==> config.mk <==
export PLATFORM = sky130hd
export DESIGN_NAME = sorted_interval_set
export DESIGN_NICKNAME = d
export VERILOG_FILES = /design/src/rtl/sis_pkg.sv /design/src/rtl/sorted_interval_set.sv
export SDC_FILE = /design/constraint.sdc
export NUM_CORES = 2
export LEC_CHECK = 0
export BUFFER_PORTS_ARGS = -buffer_cell sky130_fd_sc_hd__buf_2
export CAP_MARGIN = 10
export CORE_ASPECT_RATIO = 0.6
export CORE_MARGIN = 3
export CORE_UTILIZATION = 50
export CTS_BUF_LIST = sky130_fd_sc_hd__clkbuf_4
export CTS_CLUSTER_SIZE = 28
export DETAILED_ROUTE_END_ITERATION = 10
export PLACE_DENSITY = 0.62
export SLEW_MARGIN = 20
export SYNTH_ARGS = -nofsm -noshare
export SYNTH_HDL_FRONTEND = slang
export SYNTH_SLANG_ARGS = --single-unit
==> constraint.sdc <==
create_clock -name clk -period 19.44 [get_ports clk]
set_input_delay 0 -clock clk [delete_from_list [all_inputs] [get_ports clk]]
set_output_delay 0 -clock clk [all_outputs]
set_load 0.03 [all_outputs]
==> src/rtl/sis_pkg.sv <==
// ---------------------------------------------------------------------------
// sis_pkg: shared types and codes for the sorted interval set
// Entry layout in the range memory, command codes and status codes.
// ---------------------------------------------------------------------------
`default_nettype none

package sis_pkg;

  // one stored range, inclusive on both ends
  typedef struct packed {
    logic signed [31:0] lo;
    logic signed [31:0] hi;
  } entry_t;

  // command codes carried on in_tuser
  localparam logic [1:0] CMD_ADD      = 2'd0;
  localparam logic [1:0] CMD_CONTAINS = 2'd1;
  localparam logic [1:0] CMD_REMOVE   = 2'd2;
  localparam logic [1:0] CMD_READ     = 2'd3;

  // result status codes
  localparam logic [1:0] ST_OK   = 2'd0;
  localparam logic [1:0] ST_BAD  = 2'd1;
  localparam logic [1:0] ST_FULL = 2'd2;

  // packed word widths on the stream ports
  localparam int IN_DATA_W  = 72;
  localparam int OUT_DATA_W = 80;

endpackage

`default_nettype wire

==> src/rtl/sorted_interval_set.sv <==
// ---------------------------------------------------------------------------
// sorted_interval_set: sorted table of disjoint signed ranges
// Add with merge and absorb, membership query, remove and read by index.
// ---------------------------------------------------------------------------
// The ranges live in one synchronous memory of MAX_RANGES entries, kept
// sorted and disjoint; every memory access is a registered read followed by
// an evaluate or write step. One command is handled at a time and the
// result word then sits in an output register. Add scans the entries up to
// the merge or insertion point, then an insertion shifts later entries down
// or a merge scans covered entries and compacts the tail; contains walks
// the entries below the queried value until an entry ends the walk; remove
// compacts the entries after the index; read fetches the one entry; an
// inverted range or bad index answers without a memory access. No clearing
// pass is needed after reset.
`default_nettype none

module sorted_interval_set
  import sis_pkg::*;
#(
  parameter int MAX_RANGES = 32
) (
  input  wire logic                  clk,
  input  wire logic                  rst_n,
  input  wire logic                  in_tvalid,
  output logic                       in_tready,
  // low_value [31:0], high_value [63:32], slot_index [68:64], zero pad
  input  wire logic [IN_DATA_W-1:0]  in_tdata,
  // cmd [1:0]
  input  wire logic [1:0]            in_tuser,
  output logic                       out_tvalid,
  input  wire logic                  out_tready,
  // status [1:0], hit [2], entry_count [8:3], entry_low [40:9],
  // entry_high [72:41], zero pad
  output logic [OUT_DATA_W-1:0]      out_tdata
);

  localparam int AW = $clog2(MAX_RANGES);
  localparam int CW = $clog2(MAX_RANGES + 1);
  localparam int IW = (CW > 5) ? CW : 5;

  // sequencer states
  localparam logic [3:0] S_IDLE   = 4'd0;
  localparam logic [3:0] S_ADD_RD = 4'd1;
  localparam logic [3:0] S_ADD_EV = 4'd2;
  localparam logic [3:0] S_ABS_RD = 4'd3;
  localparam logic [3:0] S_ABS_EV = 4'd4;
  localparam logic [3:0] S_CMP_RD = 4'd5;
  localparam logic [3:0] S_CMP_WR = 4'd6;
  localparam logic [3:0] S_SHF_RD = 4'd7;
  localparam logic [3:0] S_SHF_WR = 4'd8;
  localparam logic [3:0] S_QRY_RD = 4'd9;
  localparam logic [3:0] S_QRY_EV = 4'd10;
  localparam logic [3:0] S_GET_RD = 4'd11;
  localparam logic [3:0] S_GET_EV = 4'd12;
  localparam logic [3:0] S_FIN    = 4'd13;

  // control registers
  logic [3:0]    state_r, state_nxt;
  logic [CW-1:0] cnt_r, cnt_nxt;
  logic [CW-1:0] ptr_r, ptr_nxt;
  logic [CW-1:0] aux_r, aux_nxt;
  logic [CW-1:0] del_r, del_nxt;
  logic          out_valid_r, out_valid_nxt;

  // payload registers
  logic signed [31:0] lo_r, lo_nxt;
  logic signed [31:0] hi_r, hi_nxt;
  logic [4:0]         idx_r, idx_nxt;
  logic [1:0]         res_status_r, res_status_nxt;
  logic               res_hit_r, res_hit_nxt;
  logic signed [31:0] res_lo_r, res_lo_nxt;
  logic signed [31:0] res_hi_r, res_hi_nxt;
  logic [OUT_DATA_W-1:0] out_data_r, out_data_nxt;

  // range memory
  entry_t        mem [MAX_RANGES];
  entry_t        mem_rdata_r;
  logic          mem_we;
  logic [AW-1:0] mem_waddr;
  entry_t        mem_wdata;
  logic          mem_re;
  logic [AW-1:0] mem_raddr;

  logic in_acc;
  logic full;
  logic out_free;
  logic idx_ok;

  assign in_tready  = (state_r == S_IDLE);
  assign in_acc     = in_tvalid && in_tready;
  assign full       = (cnt_r == CW'(MAX_RANGES));
  assign out_free   = !out_valid_r || out_tready;
  assign idx_ok     = (IW'(in_tdata[68:64]) < IW'(cnt_r));
  assign out_tvalid = out_valid_r;
  assign out_tdata  = out_data_r;

  // sequencer and memory access control
  always_comb begin
    state_nxt      = state_r;
    cnt_nxt        = cnt_r;
    ptr_nxt        = ptr_r;
    aux_nxt        = aux_r;
    del_nxt        = del_r;
    out_valid_nxt  = out_valid_r;
    lo_nxt         = lo_r;
    hi_nxt         = hi_r;
    idx_nxt        = idx_r;
    res_status_nxt = res_status_r;
    res_hit_nxt    = res_hit_r;
    res_lo_nxt     = res_lo_r;
    res_hi_nxt     = res_hi_r;
    out_data_nxt   = out_data_r;
    mem_we         = 1'b0;
    mem_waddr      = AW'(ptr_r);
    mem_wdata      = mem_rdata_r;
    mem_re         = 1'b0;
    mem_raddr      = AW'(ptr_r);

    if (out_valid_r && out_tready) begin
      out_valid_nxt = 1'b0;
    end

    unique case (state_r)
      S_IDLE: begin
        if (in_acc) begin
          lo_nxt         = in_tdata[31:0];
          hi_nxt         = in_tdata[63:32];
          idx_nxt        = in_tdata[68:64];
          res_status_nxt = ST_OK;
          res_hit_nxt    = 1'b0;
          res_lo_nxt     = '0;
          res_hi_nxt     = '0;
          ptr_nxt        = '0;
          del_nxt        = '0;
          unique case (in_tuser)
            CMD_ADD: begin
              if ($signed(in_tdata[31:0]) > $signed(in_tdata[63:32])) begin
                res_status_nxt = ST_BAD;
                state_nxt      = S_FIN;
              end else begin
                state_nxt = S_ADD_RD;
              end
            end
            CMD_CONTAINS: begin
              state_nxt = S_QRY_RD;
            end
            CMD_REMOVE: begin
              if (idx_ok) begin
                ptr_nxt   = CW'(in_tdata[68:64]) + CW'(1);
                del_nxt   = CW'(1);
                state_nxt = S_CMP_RD;
              end else begin
                res_status_nxt = ST_BAD;
                state_nxt      = S_FIN;
              end
            end
            CMD_READ: begin
              if (idx_ok) begin
                state_nxt = S_GET_RD;
              end else begin
                res_status_nxt = ST_BAD;
                state_nxt      = S_FIN;
              end
            end
            default: begin
              state_nxt = S_FIN;
            end
          endcase
        end
      end

      // add: find the first entry that the new range touches or precedes
      S_ADD_RD: begin
        if (ptr_r < cnt_r) begin
          mem_re    = 1'b1;
          state_nxt = S_ADD_EV;
        end else if (full) begin
          res_status_nxt = ST_FULL;
          state_nxt      = S_FIN;
        end else begin
          aux_nxt   = cnt_r;
          state_nxt = S_SHF_RD;
        end
      end

      S_ADD_EV: begin
        if (lo_r < mem_rdata_r.lo) begin
          if (hi_r < mem_rdata_r.lo) begin
            // new range goes in front of this entry
            if (full) begin
              res_status_nxt = ST_FULL;
              state_nxt      = S_FIN;
            end else begin
              aux_nxt   = cnt_r;
              state_nxt = S_SHF_RD;
            end
          end else begin
            mem_we       = 1'b1;
            mem_wdata.lo = lo_r;
            if (hi_r > mem_rdata_r.hi) begin
              mem_wdata.hi = hi_r;
              ptr_nxt      = ptr_r + CW'(1);
              state_nxt    = S_ABS_RD;
            end else begin
              state_nxt = S_FIN;
            end
          end
        end else if (lo_r <= mem_rdata_r.hi) begin
          if (hi_r > mem_rdata_r.hi) begin
            mem_we       = 1'b1;
            mem_wdata.hi = hi_r;
            ptr_nxt      = ptr_r + CW'(1);
            state_nxt    = S_ABS_RD;
          end else begin
            state_nxt = S_FIN;
          end
        end else begin
          ptr_nxt   = ptr_r + CW'(1);
          state_nxt = S_ADD_RD;
        end
      end

      // absorb: count covered entries after the widened one, trim a partial
      S_ABS_RD: begin
        if (ptr_r < cnt_r) begin
          mem_re    = 1'b1;
          state_nxt = S_ABS_EV;
        end else begin
          state_nxt = S_CMP_RD;
        end
      end

      S_ABS_EV: begin
        if (mem_rdata_r.lo > hi_r) begin
          state_nxt = S_CMP_RD;
        end else if (mem_rdata_r.hi <= hi_r) begin
          del_nxt   = del_r + CW'(1);
          ptr_nxt   = ptr_r + CW'(1);
          state_nxt = S_ABS_RD;
        end else begin
          mem_we       = 1'b1;
          mem_wdata.lo = hi_r + 32'sd1;
          state_nxt    = S_CMP_RD;
        end
      end

      // compaction: move the tail up over the deleted entries
      S_CMP_RD: begin
        if (del_r == '0) begin
          state_nxt = S_FIN;
        end else if (ptr_r < cnt_r) begin
          mem_re    = 1'b1;
          state_nxt = S_CMP_WR;
        end else begin
          cnt_nxt   = cnt_r - del_r;
          state_nxt = S_FIN;
        end
      end

      S_CMP_WR: begin
        mem_we    = 1'b1;
        mem_waddr = AW'(ptr_r - del_r);
        ptr_nxt   = ptr_r + CW'(1);
        state_nxt = S_CMP_RD;
      end

      // insertion: shift entries down from the end, then write the new one
      S_SHF_RD: begin
        if (aux_r > ptr_r) begin
          mem_re    = 1'b1;
          mem_raddr = AW'(aux_r - CW'(1));
          state_nxt = S_SHF_WR;
        end else begin
          mem_we       = 1'b1;
          mem_wdata.lo = lo_r;
          mem_wdata.hi = hi_r;
          cnt_nxt      = cnt_r + CW'(1);
          state_nxt    = S_FIN;
        end
      end

      S_SHF_WR: begin
        mem_we    = 1'b1;
        mem_waddr = AW'(aux_r);
        aux_nxt   = aux_r - CW'(1);
        state_nxt = S_SHF_RD;
      end

      // contains: walk entries until one reaches the value
      S_QRY_RD: begin
        if (ptr_r < cnt_r) begin
          mem_re    = 1'b1;
          state_nxt = S_QRY_EV;
        end else begin
          state_nxt = S_FIN;
        end
      end

      S_QRY_EV: begin
        if (lo_r < mem_rdata_r.lo) begin
          state_nxt = S_FIN;
        end else if (lo_r <= mem_rdata_r.hi) begin
          res_hit_nxt = 1'b1;
          state_nxt   = S_FIN;
        end else begin
          ptr_nxt   = ptr_r + CW'(1);
          state_nxt = S_QRY_RD;
        end
      end

      // read by index
      S_GET_RD: begin
        mem_re    = 1'b1;
        mem_raddr = AW'(idx_r);
        state_nxt = S_GET_EV;
      end

      S_GET_EV: begin
        res_lo_nxt = mem_rdata_r.lo;
        res_hi_nxt = mem_rdata_r.hi;
        state_nxt  = S_FIN;
      end

      // hand the result word to the output register
      S_FIN: begin
        if (out_free) begin
          out_valid_nxt = 1'b1;
          out_data_nxt  = {7'd0, res_hi_r, res_lo_r, 6'(cnt_r), res_hit_r, res_status_r};
          state_nxt     = S_IDLE;
        end
      end

      default: begin
        state_nxt = S_IDLE;
      end
    endcase
  end

  // control state
  always_ff @(posedge clk) begin
    if (!rst_n) begin
      state_r     <= S_IDLE;
      cnt_r       <= '0;
      ptr_r       <= '0;
      aux_r       <= '0;
      del_r       <= '0;
      out_valid_r <= 1'b0;
    end else begin
      state_r     <= state_nxt;
      cnt_r       <= cnt_nxt;
      ptr_r       <= ptr_nxt;
      aux_r       <= aux_nxt;
      del_r       <= del_nxt;
      out_valid_r <= out_valid_nxt;
    end
  end

  // payload
  always_ff @(posedge clk) begin
    lo_r         <= lo_nxt;
    hi_r         <= hi_nxt;
    idx_r        <= idx_nxt;
    res_status_r <= res_status_nxt;
    res_hit_r    <= res_hit_nxt;
    res_lo_r     <= res_lo_nxt;
    res_hi_r     <= res_hi_nxt;
    out_data_r   <= out_data_nxt;
  end

  // range memory, one write and one registered read port
  always_ff @(posedge clk) begin
    if (mem_we) begin
      mem[mem_waddr] <= mem_wdata;
    end
    if (mem_re) begin
      mem_rdata_r <= mem[mem_raddr];
    end
  end

  // entry count stays within the table
  assert property (@(posedge clk) disable iff (!rst_n)
    cnt_r <= CW'(MAX_RANGES))
    else $error("entry count above table size");

  // compaction never removes more entries than are stored
  assert property (@(posedge clk) disable iff (!rst_n)
    (state_r == S_CMP_RD || state_r == S_CMP_WR) |-> (del_r <= cnt_r))
    else $error("compaction distance exceeds entry count");

  // count only changes at the end of an insertion or a compaction
  assert property (@(posedge clk) disable iff (!rst_n)
    (cnt_r != $past(cnt_r)) |->
      ($past(state_r) == S_SHF_RD || $past(state_r) == S_CMP_RD || !$past(rst_n)))
    else $error("entry count changed outside insert or compaction");

  // an accepted command always starts work
  assert property (@(posedge clk) disable iff (!rst_n)
    in_acc |=> (state_r != S_IDLE))
    else $error("accepted command did not leave idle");

  // memory is never read and written at the same entry in one cycle
  assert property (@(posedge clk) disable iff (!rst_n)
    (mem_we && mem_re) |-> (mem_waddr != mem_raddr))
    else $error("read and write collide on one entry");

endmodule

`default_nettype wire
After elaboration in Yosys (flattened, before gate mapping)
Memory sizes are Yosys's and may differ from the RTL's. A register that Yosys moved wholly into a read port is not among the register bits.
Index checks and enable logic that the tools add are counted.
{"block": "word_totals", "register_bits": 238, "ramBits": 2048, "inputBits": 78, "output_inout_bits": 82, "elab_cells": 186, "n_memories": 1}
{"memory": "mem", "depth": 32, "word_bits": 64, "rd": 1, "rd_ports_with_merged_regs": 1, "wr": 1, "line_no": "sorted_interval_set.sv:76", "text": "entry_t mem [MAX_RANGES];"}
{"block": "classes", "n_addsub": 8, "order_cmp": 10, "eq_ne": 31, "n_mux": 95, "reduce_logical": 27}
{"operator": "$mux W32", "n": 7}
{"operator": "$pmux W32 S2", "n": 3}
{"operator": "$mux W64", "n": 2}
{"operator": "$mux W6", "n": 21}
{"operator": "$gt A32 B32 Y1", "n": 3}
{"operator": "$pmux W32 S3", "n": 1}
{"operator": "$le A32 B32 Y1", "n": 2}
{"operator": "$lt A32 B32 Y1", "n": 2}
{"operator": "$pmux W4 S14", "n": 1}
{"operator": "$mux W4", "n": 13}
{"operator": "$add A32 B2 Y32 const B", "n": 1}
{"operator": "$pmux W6 S5", "n": 1}
{"operator": "$eq A4 B4 Y1 const B", "n": 6}
{"operator": "$ne A2 B2 Y1 const B", "n": 12}
{"operator": "$pmux W6 S2", "n": 2}
{"operator": "$mux W1", "n": 23}
{"operator": "$pmux W5 S2", "n": 2}
{"operator": "$add A6 B1 Y6 const B", "n": 3}
{"operator": "$mux W3", "n": 6}
{"operator": "$pmux W6 S3", "n": 1}
{"operator": "$eq A4 B3 Y1 const B", "n": 4}
{"operator": "$pmux W4 S4", "n": 1}
{"operator": "$reduce_and A4 Y1", "n": 4}
{"operator": "$mux W2", "n": 5}
{"operator": "32 further kinds", "n": 45}

Depth between registers and ports, before layout
{"block": "depth", "word_depth": 7, "depth_mapped": 15}

Least setup slack after synthesis
Ideal clock, no wire load.
{"block": "synth_timing", "kind": "register -> register", "start": "reg state_r[1]", "end": "reg res_hi_r[0], enable pin", "setup_time_ns": 0.581, "arrival_time_ns": 5.957, "required_ns": 18.859, "slack_ns": 12.902, "stages_incl_launch_ff": 6, "n_path_buf": 4, "period_less_slack_ns": 6.538, "cell_sequence": "dfxtp_1 clkbuf_1 clkbuf_1 clkbuf_1 clkbuf_1 o31ai_1"}
{"block": "synth_via", "elab_chain_len": 4, "elab_cells_between_ends": 6, "cone_classes": "2 x eq/ne; 4 x reduce/logical"}
{"item": "from (decl)", "line_no": "sorted_interval_set.sv:58", "text": "logic [3:0] state_r, state_nxt;"}
{"item": "from (signal assigned)", "line_no": "sorted_interval_set.sv:349", "text": "state_r <= state_nxt;"}
{"item": "$logic_not A4 Y1", "line_no": "sorted_interval_set.sv:89, sorted_interval_set.sv:123"}
{"item": "$logic_and A1 B1 Y1", "line_no": "sorted_interval_set.sv:90", "text": "assign in_acc = in_tvalid && in_tready;"}
{"item": "$ne A2 B1 Y1 (no line)"}
{"item": "$reduce_and A2 Y1 (no line) (*)"}
{"item": "to (signal assigned)", "line_no": "sorted_interval_set.sv:366", "text": "res_hi_r <= res_hi_nxt;"}
{"item": "to (decl)", "line_no": "sorted_interval_set.sv:72", "text": "logic signed [31:0] res_hi_r, res_hi_nxt;"}
Every way passes the cells marked *; elsewhere a longest branch is shown, timed or not.
A chain may end at the register's enable or synchronous reset.

Final worst setup path
{"block": "layout_timing", "start": "reg ptr_r[4]", "end": "reg, netlist name mem_rdata_r[20]"}
{"block": "layout_via", "elab_chain_len": 4, "elab_cells_between_ends": 8, "cone_classes": "2 x order compare; 6 x mux"}
{"item": "from (decl)", "line_no": "sorted_interval_set.sv:60", "text": "logic [CW-1:0] ptr_r, ptr_nxt;"}
{"item": "from (signal assigned)", "line_no": "sorted_interval_set.sv:351", "text": "ptr_r <= ptr_nxt;"}
{"item": "$lt A6 B6 Y1"}
{"item": "$mux W1"}
{"item": "$mux W1", "line_no": "sorted_interval_set.sv:249", "text": "if (del_r == '0) begin"}
{"item": "$pmux W1 S4", "line_no": "sorted_interval_set.sv:123", "text": "unique case (state_r)"}
Several ways; a longest one is shown, not always the timed one.

==> flow_metrics.env <==
export IMPL_cts_max_path_buffers=4
export IMPL_cts_root_buf="clkbuf_4"
export IMPL_setup_viol_count_final=0
export IMPL_synth_simple_area_share_pct=9.29
export IMPL_io_pins=160
export IMPL_routed_wl_mm=311
export IMPL_portBuffers=149
export IMPL_cpMostUsedCell="buf_4"
export IMPL_outcome="complete, no violations"
export IMPL_synth_area_leaders="edfxtp_1, nand2_1, mux2i_1"
export IMPL_synth_top_area_share_pct=71.0
export IMPL_die_area_sq_mm=0.202
export IMPL_internal_power_mw=9.50
export IMPL_pwr_share_comb_pct=24.7
export IMPL_drive_above_1_share_pct=17.5
export IMPL_r2r_slack_ns=11.37
export IMPL_maxCapViolCount=0
export IMPL_hold_end="lo_r[2]"
export IMPL_synth_async_reset_ratio_pct=0
export IMPL_wire_per_inst_microns=29.9
export IMPL_fin_crit_ns=8.07
export IMPL_synthMuxAreaShare_pct=4.65
export IMPL_hp_start="in_tdata[2]"
export IMPL_fmax_mhz=124
export IMPL_ant_nets=0
export IMPL_clock_sinks=2350
export IMPL_arrival_ns=8.89
export IMPL_synthXorXnorAreaFrac_pct=0.473
export IMPL_synth_ff_type="edfxtp_1"
export IMPL_cts_inserted_buffers=546
export IMPL_cts_tree="yes"
export IMPL_layout_nets=7722
export IMPL_drc=0
export IMPL_worst_path_max_fanout=101
export IMPL_num_vias=65672
export IMPL_switching_share_pct=32.9
export IMPL_hold_viol=0
export IMPL_postSynthCellCount=6778
export IMPL_fin_util_pct=57.2
export IMPL_report_final_slew_viol_count=0
export IMPL_clkTransAtPathRegs_ns=0.07
export IMPL_max_vdd_ir_drop_v=0.0000830
export IMPL_synth_area_leader_cell="edfxtp_1"
export IMPL_syn_area_per_cell_sq_um=14.5
export IMPL_grt_total_usage_pct=30.3
export IMPL_tns_ns=0
export IMPL_crit_reg2reg_capture="mem_rdata_r[20]"
export IMPL_synthToLayoutAreaGrowth_pct=13.2
export IMPL_mostFrequentLayoutCells="edfxtp_1, nand2_1, clkbuf_4"
export IMPL_ys_seq_elements=2350
export IMPL_final_common_cell="edfxtp_1"
export IMPL_slowest_delay_ns=1.00
export IMPL_hold_depth=3
export IMPL_cts_setup_buffers=0
export IMPL_synth_seq_area_share_pct=71.6
export IMPL_synth_edf_count=2321
export IMPL_start_util_pct=50.5
export IMPL_fp_dieW_microns=578
export IMPL_worstReg2RegStart="ptr_r[4]"
export IMPL_seqPwrFrac_pct=46.9
export IMPL_yosysWarnings=0
export IMPL_synth_top_family_by_area="simple AND/OR/NAND/NOR gates"
export IMPL_antenna_found_initial=14
export IMPL_clk_latency_ns=1.23
export IMPL_cpMaxStageDelayCell="nor4_1"
export IMPL_worstHoldPathType="in2reg"
export IMPL_fp_coreArea_sq_mm=0.194
export IMPL_synth_adder_area_share_pct=2.45
export IMPL_yosysUniqueCellTypes=98
export IMPL_crit_chain="inv_1 > ha_1 > a21oi_2 > a21boi_2 > o32ai_4 > o211ai_4 > buf_12 > nand2_4 > buf_4 > buf_4 > buf_4 > buf_4 > buf_4 > a211oi_1 > a311oi_1 > a311oi_1 > nor4_1"
export IMPL_drt_iter0_drc=9783
export IMPL_clock_power_share_pct=28.4
export IMPL_cp_data_required_time_ns=20.26
export IMPL_cts_resized=0
export IMPL_p_leak_nw=39.8
export IMPL_post_drt_via_cell_ratio=6.30
export IMPL_first_global_vias=61479
export IMPL_grt_pass1_wl_mm=441
export IMPL_cp_start_kind="register"
export IMPL_power_density_mw_per_mm2=127
export IMPL_htreeDepth=6
export IMPL_relSlewSlack_pct=19.4
export IMPL_rsz0062_at_grt="false"
export IMPL_syn_area_sq_mm=0.0982
export IMPL_post_dp_hpwl_mm=171
export IMPL_skew_ns=0.100
export IMPL_grt_max_degree=152
export IMPL_firstDrtPassIters=8
export IMPL_grt_ovfl_total=0
export IMPL_switching_power_mw=4.66
export IMPL_synth_compound_gate_area_share_pct=8.73
export IMPL_num_rows=125
export IMPL_critPathCaptureType="register"
export IMPL_crit_type="reg2reg"
export IMPL_finalCritPeriodShare_pct=41.5
export IMPL_worst_pin_slew_ns=1.20
export IMPL_die_y_microns=349
export IMPL_rr_worst_depth=17
export IMPL_place_congestion=0.930
==> critical path: cells and delay by family, from the launching register on <==
family | cells | cell delay, ns
compound gates | 7 | 1.67
buf+inv | 7 | 3.74
fa+ha+maj | 1 | 0.39
simple gates | 2 | 1.11
flops | 1 | 0.53
==> Yosys cell counts, types with 8 or more instances <==
library cell	instances
edfxtp_1	2321
nand2_1	1115
mux2i_1	373
nand3_1	298
a311oi_1	226
a211oi_1	218
and3_1	216
clkbuf_1	197
ha_1	189
inv_1	168
buf_2	138
nor2_1	133
a21oi_1	131
nor4_1	96
o22ai_1	91
a31oi_1	88
o21ai_0	83
buf_4	56
nand4_1	52
xnor2_1	49
o221ai_1	48
a221o_1	32
a21o_1	30
mux4_2	30
nor3_1	30
dfxtp_1	29
buf_1	27
a221oi_1	22
nand2b_1	20
a211o_1	15
buf_6	15
o211ai_1	14
a32oi_1	13
mux2_2	13
nor2b_1	13
o2111ai_1	12
a222oi_1	10
a22o_1	9
a311o_1	9
and2_1	9
o21a_1	9
a2bb2oi_1	8
==> how the worst max path moves through the flow <==
stage               startpoint              end  slack [ns]  cells past startpoint
floorplan           state_r[1]      res_hi_r[0]       12.90                      5
global placement      ptr_r[2]  mem_rdata_r[20]       11.61                     16
detailed placement    ptr_r[4]  mem_rdata_r[20]       11.59                     17
CTS                   ptr_r[4]  mem_rdata_r[20]       11.56                     17
global route          ptr_r[4]  mem_rdata_r[20]       11.26                     17
finish                ptr_r[4]  mem_rdata_r[20]       11.37                     17
==> routing by layer <==
layer	global-route usage, %	part of all wire, %	vias up
met5	0	0.0096	-
met4	8.93	2.7	4
met3	7.31	13	538
met2	42.2	42	4359
met1	47.1	43	32666
li1	-	-	28105
==> registers in the layout, summed over array words and instances (netlist names) <==
register      flops
mem            2048
out_tdata        73
mem_rdata_r      64
hi_r             32
lo_r             32
res_hi_r         32
res_lo_r         32
aux_r             6
cnt_r             6
del_r             6
ptr_r             6
idx_r             5
state_r           4
res_status_r      2
out_tvalid        1
res_hit_r         1
==> power groups by stage <==
stage          registers (mW)  clock network [mW]  logic, mW
6_report                 6.65                4.02       3.50
5_1_grt                  6.66                4.36       3.71
4_1_cts                  6.65                4.08       3.41
3_5_place_dp             6.76                   0       3.36
3_3_place_gp             6.75                   0       3.29
2_1_floorplan            6.70                   0       2.06
==> metrics by stage <==
stage	std cells	worst slack [ns]	power, mW	area, sq um	hold slack [ns]
6_report	10420	11.37	14.2	111000	0.118
5_1_grt	10417	11.26	14.7	111000	0.0292
4_1_cts	10414	11.56	14.1	111000	0.000402
3_5_place_dp	9308	11.59	10.1	102000	0.197
3_3_place_gp	9307	11.61	10.0	102000	0.197
2_1_floorplan	6784	12.90	8.76	98200	0.0989
==> area by class of cell <==
type                       instances  area [sq um]
tap                             2603          3260
fill                           15381         83200
clock inverter                   124           957
multi-input combinational       3830         25800
antenna                            6          15.0
timing repair buffer             556          4370
inverter                         169           634
clock buffer                     782          5870
sequential                      2350         70300
==> cell families after synthesis <==
| family | count (synthesis) |
|---|---|
| XOR/XNOR | 53 |
| other | 1 |
| AO/OA/AOI/OAI | 1147 |
| adder cells (fa/ha/maj) | 191 |
| buffers and inverters | 604 |
| AND/OR/NAND/NOR | 2015 |
| flip-flops | 2350 |
| multiplexers | 417 |
==> repair_timing <==
action / CTS / global route
setup endpoints to repair: 0 / 0
hold buffers: 200 / 0
endpoints found under the hold margin: 308 / 0
(Power assumes the default switching activity.)
